--- src/sv/assert_macros.svh ---
// Assertion macros used by the base64 encoder RTL.
`ifndef ASSERT_MACROS_SVH
`define ASSERT_MACROS_SVH

// Clocked assertion, disabled while reset is held.
`define ASSERT_CLK(lbl, prop, msg) \
  lbl: assert property (@(posedge clk) disable iff (!rst_n) (prop)) else $error(msg);

// Clocked assertion, checked in every cycle including reset.
`define ASSERT_ALWAYS(lbl, prop, msg) \
  lbl: assert property (@(posedge clk) (prop)) else $error(msg);

`endif

--- src/sv/b64lw_pkg.sv ---
// Types, constants and the alphabet function of the base64 line-wrapped encoder.
package b64lw_pkg;

  localparam logic [7:0] NEWLINE_CHAR   = 8'd10;
  localparam logic [7:0] PAD_CHAR       = 8'd61;
  localparam logic [7:0] LINE_LEN_RESET = 8'd76;
  localparam logic [2:0] GRP_CHARS      = 3'd4;
  localparam logic [2:0] GRP_CHARS_NL   = 3'd5;

  // One finished group: up to five characters, first one in the low byte.
  typedef struct packed {
    logic        vld;
    logic        last;
    logic [2:0]  cnt;
    logic [39:0] chars;
  } b64lw_grp_t;

  function automatic logic [7:0] b64_char(input logic [5:0] s);
    logic [7:0] c;
    if (s < 6'd26) begin
      c = 8'd65 + {2'b00, s};
    end else if (s < 6'd52) begin
      c = 8'd71 + {2'b00, s};
    end else if (s < 6'd62) begin
      c = {2'b00, s} - 8'd4;
    end else if (s == 6'd62) begin
      c = 8'd43;
    end else begin
      c = 8'd47;
    end
    return c;
  endfunction

endpackage

--- src/sv/b64lw_group_builder.sv ---
// Byte collector: gathers groups of up to three bytes, maps them to characters, tracks the line column.
module b64lw_group_builder
  import b64lw_pkg::*;
(
  input  logic       clk,
  input  logic       rst_n,
  input  logic [7:0] line_len,
  input  logic       in_valid,
  input  logic [7:0] in_byte,
  input  logic       in_last,
  output logic       in_ready,
  input  logic       grp_take,
  output b64lw_grp_t grp
);

  logic [15:0] held_r, held_nxt;
  logic [1:0]  fill_r, fill_nxt;
  logic [7:0]  col_r, col_nxt;
  b64lw_grp_t  grp_r, grp_nxt;

  logic        fire;
  logic [23:0] word;
  logic [8:0]  col_sum;
  logic        wrap;
  logic [7:0]  c2, c3;

  assign in_ready = !grp_r.vld || grp_take;
  assign fire     = in_valid && in_ready;
  assign grp      = grp_r;

  always_comb begin
    case (fill_r)
      2'd0:    word = {in_byte, 16'h0000};
      2'd1:    word = {held_r[7:0], in_byte, 8'h00};
      default: word = {held_r, in_byte};
    endcase
    col_sum = {1'b0, col_r} + 9'd4;
    wrap    = in_last || (col_sum >= {1'b0, line_len}) || col_sum[8];
    c2      = (fill_r != 2'd0) ? b64_char(word[11:6]) : PAD_CHAR;
    c3      = (fill_r == 2'd2) ? b64_char(word[5:0]) : PAD_CHAR;
  end

  always_comb begin
    held_nxt = held_r;
    fill_nxt = fill_r;
    col_nxt  = col_r;
    grp_nxt  = grp_r;
    if (grp_take) begin
      grp_nxt.vld = 1'b0;
    end
    if (fire) begin
      if (!in_last && fill_r != 2'd2) begin
        held_nxt = {held_r[7:0], in_byte};
        fill_nxt = fill_r + 2'd1;
      end else begin
        held_nxt      = 16'h0000;
        fill_nxt      = 2'd0;
        col_nxt       = wrap ? 8'd0 : col_sum[7:0];
        grp_nxt.vld   = 1'b1;
        grp_nxt.last  = in_last;
        grp_nxt.cnt   = wrap ? GRP_CHARS_NL : GRP_CHARS;
        grp_nxt.chars = {NEWLINE_CHAR, c3, c2, b64_char(word[17:12]),
                         b64_char(word[23:18])};
      end
    end
  end

  always_ff @(posedge clk) begin
    if (!rst_n) begin
      held_r  <= 16'h0000;
      fill_r  <= 2'd0;
      col_r   <= 8'd0;
      grp_r   <= '0;
    end else begin
      held_r  <= held_nxt;
      fill_r  <= fill_nxt;
      col_r   <= col_nxt;
      grp_r   <= grp_nxt;
    end
  end

endmodule

--- src/sv/b64lw_char_serializer.sv ---
// Output shift register: sends the characters of one group, one per transaction.
`include "assert_macros.svh"
module b64lw_char_serializer
  import b64lw_pkg::*;
(
  input  logic       clk,
  input  logic       rst_n,
  input  b64lw_grp_t grp,
  output logic       grp_take,
  output logic       out_tvalid,
  input  logic       out_tready,
  output logic [7:0] out_tdata,
  output logic       out_tlast
);

  logic [39:0] sh_r, sh_nxt;
  logic [2:0]  rem_r, rem_nxt;
  logic        last_r, last_nxt;
  logic        fire;

  assign out_tvalid = (rem_r != 3'd0);
  assign out_tdata  = sh_r[7:0];
  assign out_tlast  = last_r && (rem_r == 3'd1);
  assign fire       = out_tvalid && out_tready;
  assign grp_take   = grp.vld && ((rem_r == 3'd0) || (rem_r == 3'd1 && out_tready));

  always_comb begin
    sh_nxt   = sh_r;
    rem_nxt  = rem_r;
    last_nxt = last_r;
    if (grp_take) begin
      sh_nxt   = grp.chars;
      rem_nxt  = grp.cnt;
      last_nxt = grp.last;
    end else if (fire) begin
      sh_nxt  = {8'h00, sh_r[39:8]};
      rem_nxt = rem_r - 3'd1;
    end
  end

  always_ff @(posedge clk) begin
    if (!rst_n) begin
      rem_r  <= 3'd0;
      last_r <= 1'b0;
    end else begin
      rem_r  <= rem_nxt;
      last_r <= last_nxt;
    end
  end

  always_ff @(posedge clk) begin
    sh_r <= sh_nxt;
  end

  `ASSERT_CLK(a_rem_range, rem_r <= GRP_CHARS_NL, "character count above five")
  `ASSERT_CLK(a_load_cnt, grp_take |=> rem_r == $past(grp.cnt), "group load lost its count")
  `ASSERT_CLK(a_last_nl, out_tlast |-> out_tdata == NEWLINE_CHAR, "stream end not a newline")

endmodule

--- src/sv/base64_line_wrapped_encoder_unit.sv ---
// Top level of the base64 line-wrapped encoder.
//
//   channel  dir  handshake            payload
//   in_      in   in_tvalid/in_tready  in_tdata = data_byte, in_tlast = last_byte
//   out_     out  out_tvalid/out_tready out_tdata = out_char, out_tlast = out_last
//   cfg_     in   cfg_wr_en            cfg_wr_data = line_length
//
// A byte is taken whenever the group register is free or its group is being
// handed to the serializer, whether it only joins a group or completes one.
// Each group leaves as four or five characters, one per cycle from the output
// shift register while out_tready is high.
// in_tready drops only while a finished group waits behind the one being sent.
// Synchronous active-low reset clears the control state (not the output shift register) and sets line length to 76.
module base64_line_wrapped_encoder_unit
  import b64lw_pkg::*;
(
  input  logic       clk,
  input  logic       rst_n,
  input  logic       in_tvalid,
  output logic       in_tready,
  input  logic [7:0] in_tdata,    // [7:0] data_byte
  input  logic       in_tlast,
  output logic       out_tvalid,
  input  logic       out_tready,
  output logic [7:0] out_tdata,   // [7:0] out_char
  output logic       out_tlast,
  input  logic       cfg_wr_en,
  input  logic [7:0] cfg_wr_data
);

  logic [7:0] line_len_r;
  b64lw_grp_t grp;
  logic       grp_take;

  always_ff @(posedge clk) begin
    if (!rst_n) begin
      line_len_r <= LINE_LEN_RESET;
    end else if (cfg_wr_en) begin
      line_len_r <= cfg_wr_data;
    end
  end

  b64lw_group_builder u_builder (
    .clk      (clk),
    .rst_n    (rst_n),
    .line_len (line_len_r),
    .in_valid (in_tvalid),
    .in_byte  (in_tdata),
    .in_last  (in_tlast),
    .in_ready (in_tready),
    .grp_take (grp_take),
    .grp      (grp)
  );

  b64lw_char_serializer u_serializer (
    .clk        (clk),
    .rst_n      (rst_n),
    .grp        (grp),
    .grp_take   (grp_take),
    .out_tvalid (out_tvalid),
    .out_tready (out_tready),
    .out_tdata  (out_tdata),
    .out_tlast  (out_tlast)
  );

endmodule

--- config.mk ---
export PLATFORM = sky130hd
export DESIGN_NAME = base64_line_wrapped_encoder_unit
export DESIGN_NICKNAME = d
export VERILOG_FILES = /design/src/sv/b64lw_pkg.sv /design/src/sv/b64lw_group_builder.sv /design/src/sv/b64lw_char_serializer.sv /design/src/sv/base64_line_wrapped_encoder_unit.sv
export VERILOG_INCLUDE_DIRS = /design/src /design/src/sv
export SDC_FILE = /design/constraint.sdc
export NUM_CORES = 1
export LEC_CHECK = 0
export BUFFER_PORTS_ARGS = -buffer_cell sky130_fd_sc_hd__buf_4
export CAP_MARGIN = 0
export CORE_AREA = 3 3 123 125
export CTS_CLUSTER_SIZE = 10
export DETAILED_ROUTE_END_ITERATION = 8
export DIE_AREA = 0 0 126 128
export PLACE_DENSITY = 0.66
export SYNTH_ARGS = -nofsm -noshare
export SYNTH_HDL_FRONTEND = slang
export SYNTH_SLANG_ARGS = --single-unit
--- constraint.sdc ---
create_clock -name clk -period 5.85 [get_ports clk]
set_input_delay 0.8775 -clock clk [delete_from_list [all_inputs] [get_ports clk]]
set_output_delay 0.8775 -clock clk [all_outputs]
set_load 0.005 [all_outputs]
==> reports/metrics.csv <==
stage,metric,value,unit
run_status,run status,finished clean,
floorplan,Starting Density,0.462,
clock_network,"Clk Latency, worst-skew pair",360,ps
setup_path,CP Launch Point,u_builder.fill_r[1]$_SDFFE_PN0P_,
clock_network,"Hold-fix buffers, CTS",0,
placed_design,DP Wirelength,11.5,mm
finish,footprint of the multi-input gates,3620,sq um
floorplan,DIE HEIGHT,128,um
clock_network,CTS root buf,clkbuf_16,
setup_path,crit end category,flip-flop,
drt,Via density,5.98,
clock_network,CTS tree,done,
clock_network,CTS sink cnt,105,
setup_path,CP endpoint,u_builder.grp[27]$_SDFFE_PN0P_,
setup_path,Worst EP arrival,3690,ps
finish,final core utilization,0.504,
global_route,pin count of the biggest net entering global routing,46,
synth,top cell type by total area after synthesis,dfxtp_1,
synth,Async SR Flop Fraction,0,
global_route,first-pass GRT wire length,26.5,mm
synth,cells after synthesis,709,
clock_network,buffer count from post-CTS setup fixing,0,
sta,Max Fclk,294,MHz
floorplan,Rows,43,
synth,Main synth FF type,dfxtp_1,
finish,fillers,1305,
global_route,grt total ovfl,0,
synth,Synth top area share,0.223,
synth,Synth Cell Area,6460,sq um
clock_network,CTS max path bufs,2,
drt,drt total wl,16.3,mm
clock_network,total CTS buffers,9,
power,pwr/cell area,332,nW/um^2
floorplan,full die area,16100,sq um
synth,top post-synthesis cells by count,"dfxtp_1 (72), nand2_1 (64), a21oi_1 (63)",
worst_hold_path,min-delay worst type,flip-flop to flip-flop,
sta,Worst slew margin,0.188,
power,total power,2.34,mW
floorplan,core area,14000,sq um
clock_network,clk slew on worst S/H paths,70,ps
drt,Routed WL per cell,18.2,um
drt,via count,5330,
sta,period utilisation layout,0.581,
sta,setup_tns,0,ps
sta,unrepaired setup endpoints after global routing,no,
synth,sequential cell area fraction in the yosys report,0.377,
sta,Worst-Margin Slew,1210,ps
global_route,Tot GR Track Use,0.203,
synth,Post-Synthesis Net Count,768,
drt,drt first pass iters,5,
setup_path,flop-to-flop setup slack,2450,ps
setup_path,Crit Reg-Reg Endpoint,u_builder.grp[27]$_SDFFE_PN0P_,
drt,DRT antenna net count,0,
drt,DRC errors left,0,
finish,Nets,765,
power,VDD IR max,0.142,mV
clock_network,CTS H-tree lvls,3,
global_route,vias in the first global route,5155,
setup_path,worst r2r path cells,12,
sta,pins over their slew limit,0,
sta,Final Critical Period,3400,ps
sta,Final Hold Slack,454,ps
drt,DR iter-0 viols,445,
synth,largest cells by area after synthesis,"dfxtp_1 (22%), edfxtp_1 (15%), ha_1 (7.2%), a21oi_1 (4.9%), mux2_2 (4.4%)",
setup_path,CP startpoint kind,flip-flop,
sta,count of final hold-check violations,0,
setup_path,CP Class,flip-flop to flip-flop,
finish,Storage cell area,2430,sq um
setup_path,crit path max fanout,45,
setup_path,WP data required,6140,ps
finish,Area growth syn-to-layout,9.22,%
placed_design,Port Buf Inserts,32,
clock_network,PostCTS Resize Cnt,0,
finish,Layout Cells excl Fill,891,
sta,# setup viols final,0,
sta,skew final,14.8,ps
floorplan,Ports,33,
floorplan,DIE WIDTH,126,um
synth,post-synthesis area per instance,9.11,sq um
synth,top-count cell post-synth,dfxtp_1,
synth,"FF+latch count, synth",105,
finish,number of diodes,0,
setup_path,RR Startpoint,u_builder.fill_r[1]$_SDFFE_PN0P_,
synth,Ys Warns,0,
job,max-cap viol count,0,
finish,share of cells above drive strength 1,0.156,
global_route,antenna violations before repair,0,
synth,Unique masters post-synth,90,
placed_design,final RePlAce weighted congestion,0.884,
synth,Post-synth EDFFs,33,
power,Leakage,2.72,nW
placed_design,Post-Place Cells,875,
## layout by cell type, fill, tap and decap left out, types with 5 or more instances in the layout
master,count
a211oi_1,7
a21oi_1,63
a22o_1,6
a22oi_1,9
a31oi_1,10
and2_1,22
buf_4,38
clkbuf_16,9
dfxtp_1,72
edfxtp_1,33
ha_1,37
inv_1,31
mux2_2,25
mux2i_1,10
nand2_1,64
nand2b_1,10
nand3_1,18
nand4_1,20
nor2_1,37
nor3_1,6
nor3b_1,8
o211ai_1,10
o21ai_0,32
or3_1,5
or3b_1,5
xnor2_1,7
## report_power, final
group	switching, mW	internal (mW)
Clock	0.297	0.389
Combinational	0.372	0.266
Sequential	0.0610	0.956
Total	0.731	1.61
## cell type report
class / count / area share
timing repair buffer: 38 / 0.0404
clock buffer: 9 / 0.0319
inverter: 36 / 0.0199
sequential: 105 / 0.345
clock inverter: 7 / 0.0176
multi-input combinational: 516 / 0.513
tap: 180 / 0.0319
## cells by family (layout without fill, tap and decap cells)
family,Yosys count,after routing,synth area share
AND/OR/NAND/NOR,231,231,0.197
AO/OA/AOI/OAI,203,203,0.218
flip-flops,105,105,0.377
buffers and inverters,88,90,0.0643
adder cells (fa/ha/maj),37,37,0.0717
multiplexers,35,35,0.0591
XOR/XNOR,10,10,0.0136
## worst max-delay path, cell delays in order, from the launching register on
cell and delay (ps):
dfxtp_1 350, inv_1 70, ha_1 170, buf_4 250, nor2_2 700, nand2_1 270, inv_1 100, ha_1 260
a211oi_1 130, a2111oi_2 540, o21a_1 210, o221ai_1 110, a21oi_1 160
## per-stage QoR
step                worst slack [ps]  instance area, sq um
finish                          2450                  7050
global route                    2040                  7050
CTS                             2450                  7050
detailed placement              2470                  6700
global placement                2570                  6700
floorplan                       3020                  6460
## metal layers
layer  wire (um)  track usage  vias up
met5           0            0        -
met4         427       0.0700        0
met3         698       0.0329       28
met2        7640        0.331      141
met1        7490        0.274     2552
li1            -            -     2609
## state kept, by name, indices dropped and copies added (netlist names)
| signal | cells |
|---|---|
| line_len_r | 8 |
| u_builder.col_r | 6 |
| u_builder.fill_r | 2 |
| u_builder.grp | 36 |
| u_builder.held_r | 16 |
| u_serializer.last_r | 1 |
| u_serializer.rem_r | 3 |
| u_serializer.sh_r | 33 |
## worst min-delay path by stage
stage                                      from                               end  slack [ps]  cells past startpoint
2_1_floorplan  u_builder.held_r[9]$_SDFFE_PN0P_  u_builder.held_r[9]$_SDFFE_PN0P_         430                      2
3_3_place_gp      u_builder.grp[0]$_SDFFE_PN0P_     u_builder.grp[0]$_SDFFE_PN0P_         440                      2
3_5_place_dp      u_builder.grp[8]$_SDFFE_PN0P_     u_builder.grp[8]$_SDFFE_PN0P_         450                      2
4_1_cts           u_builder.grp[8]$_SDFFE_PN0P_     u_builder.grp[8]$_SDFFE_PN0P_         460                      2
5_1_grt           u_builder.grp[0]$_SDFFE_PN0P_     u_builder.grp[0]$_SDFFE_PN0P_         470                      2
6_report          u_builder.grp[8]$_SDFFE_PN0P_     u_builder.grp[8]$_SDFFE_PN0P_         450                      2
(Power assumes the default switching activity.)
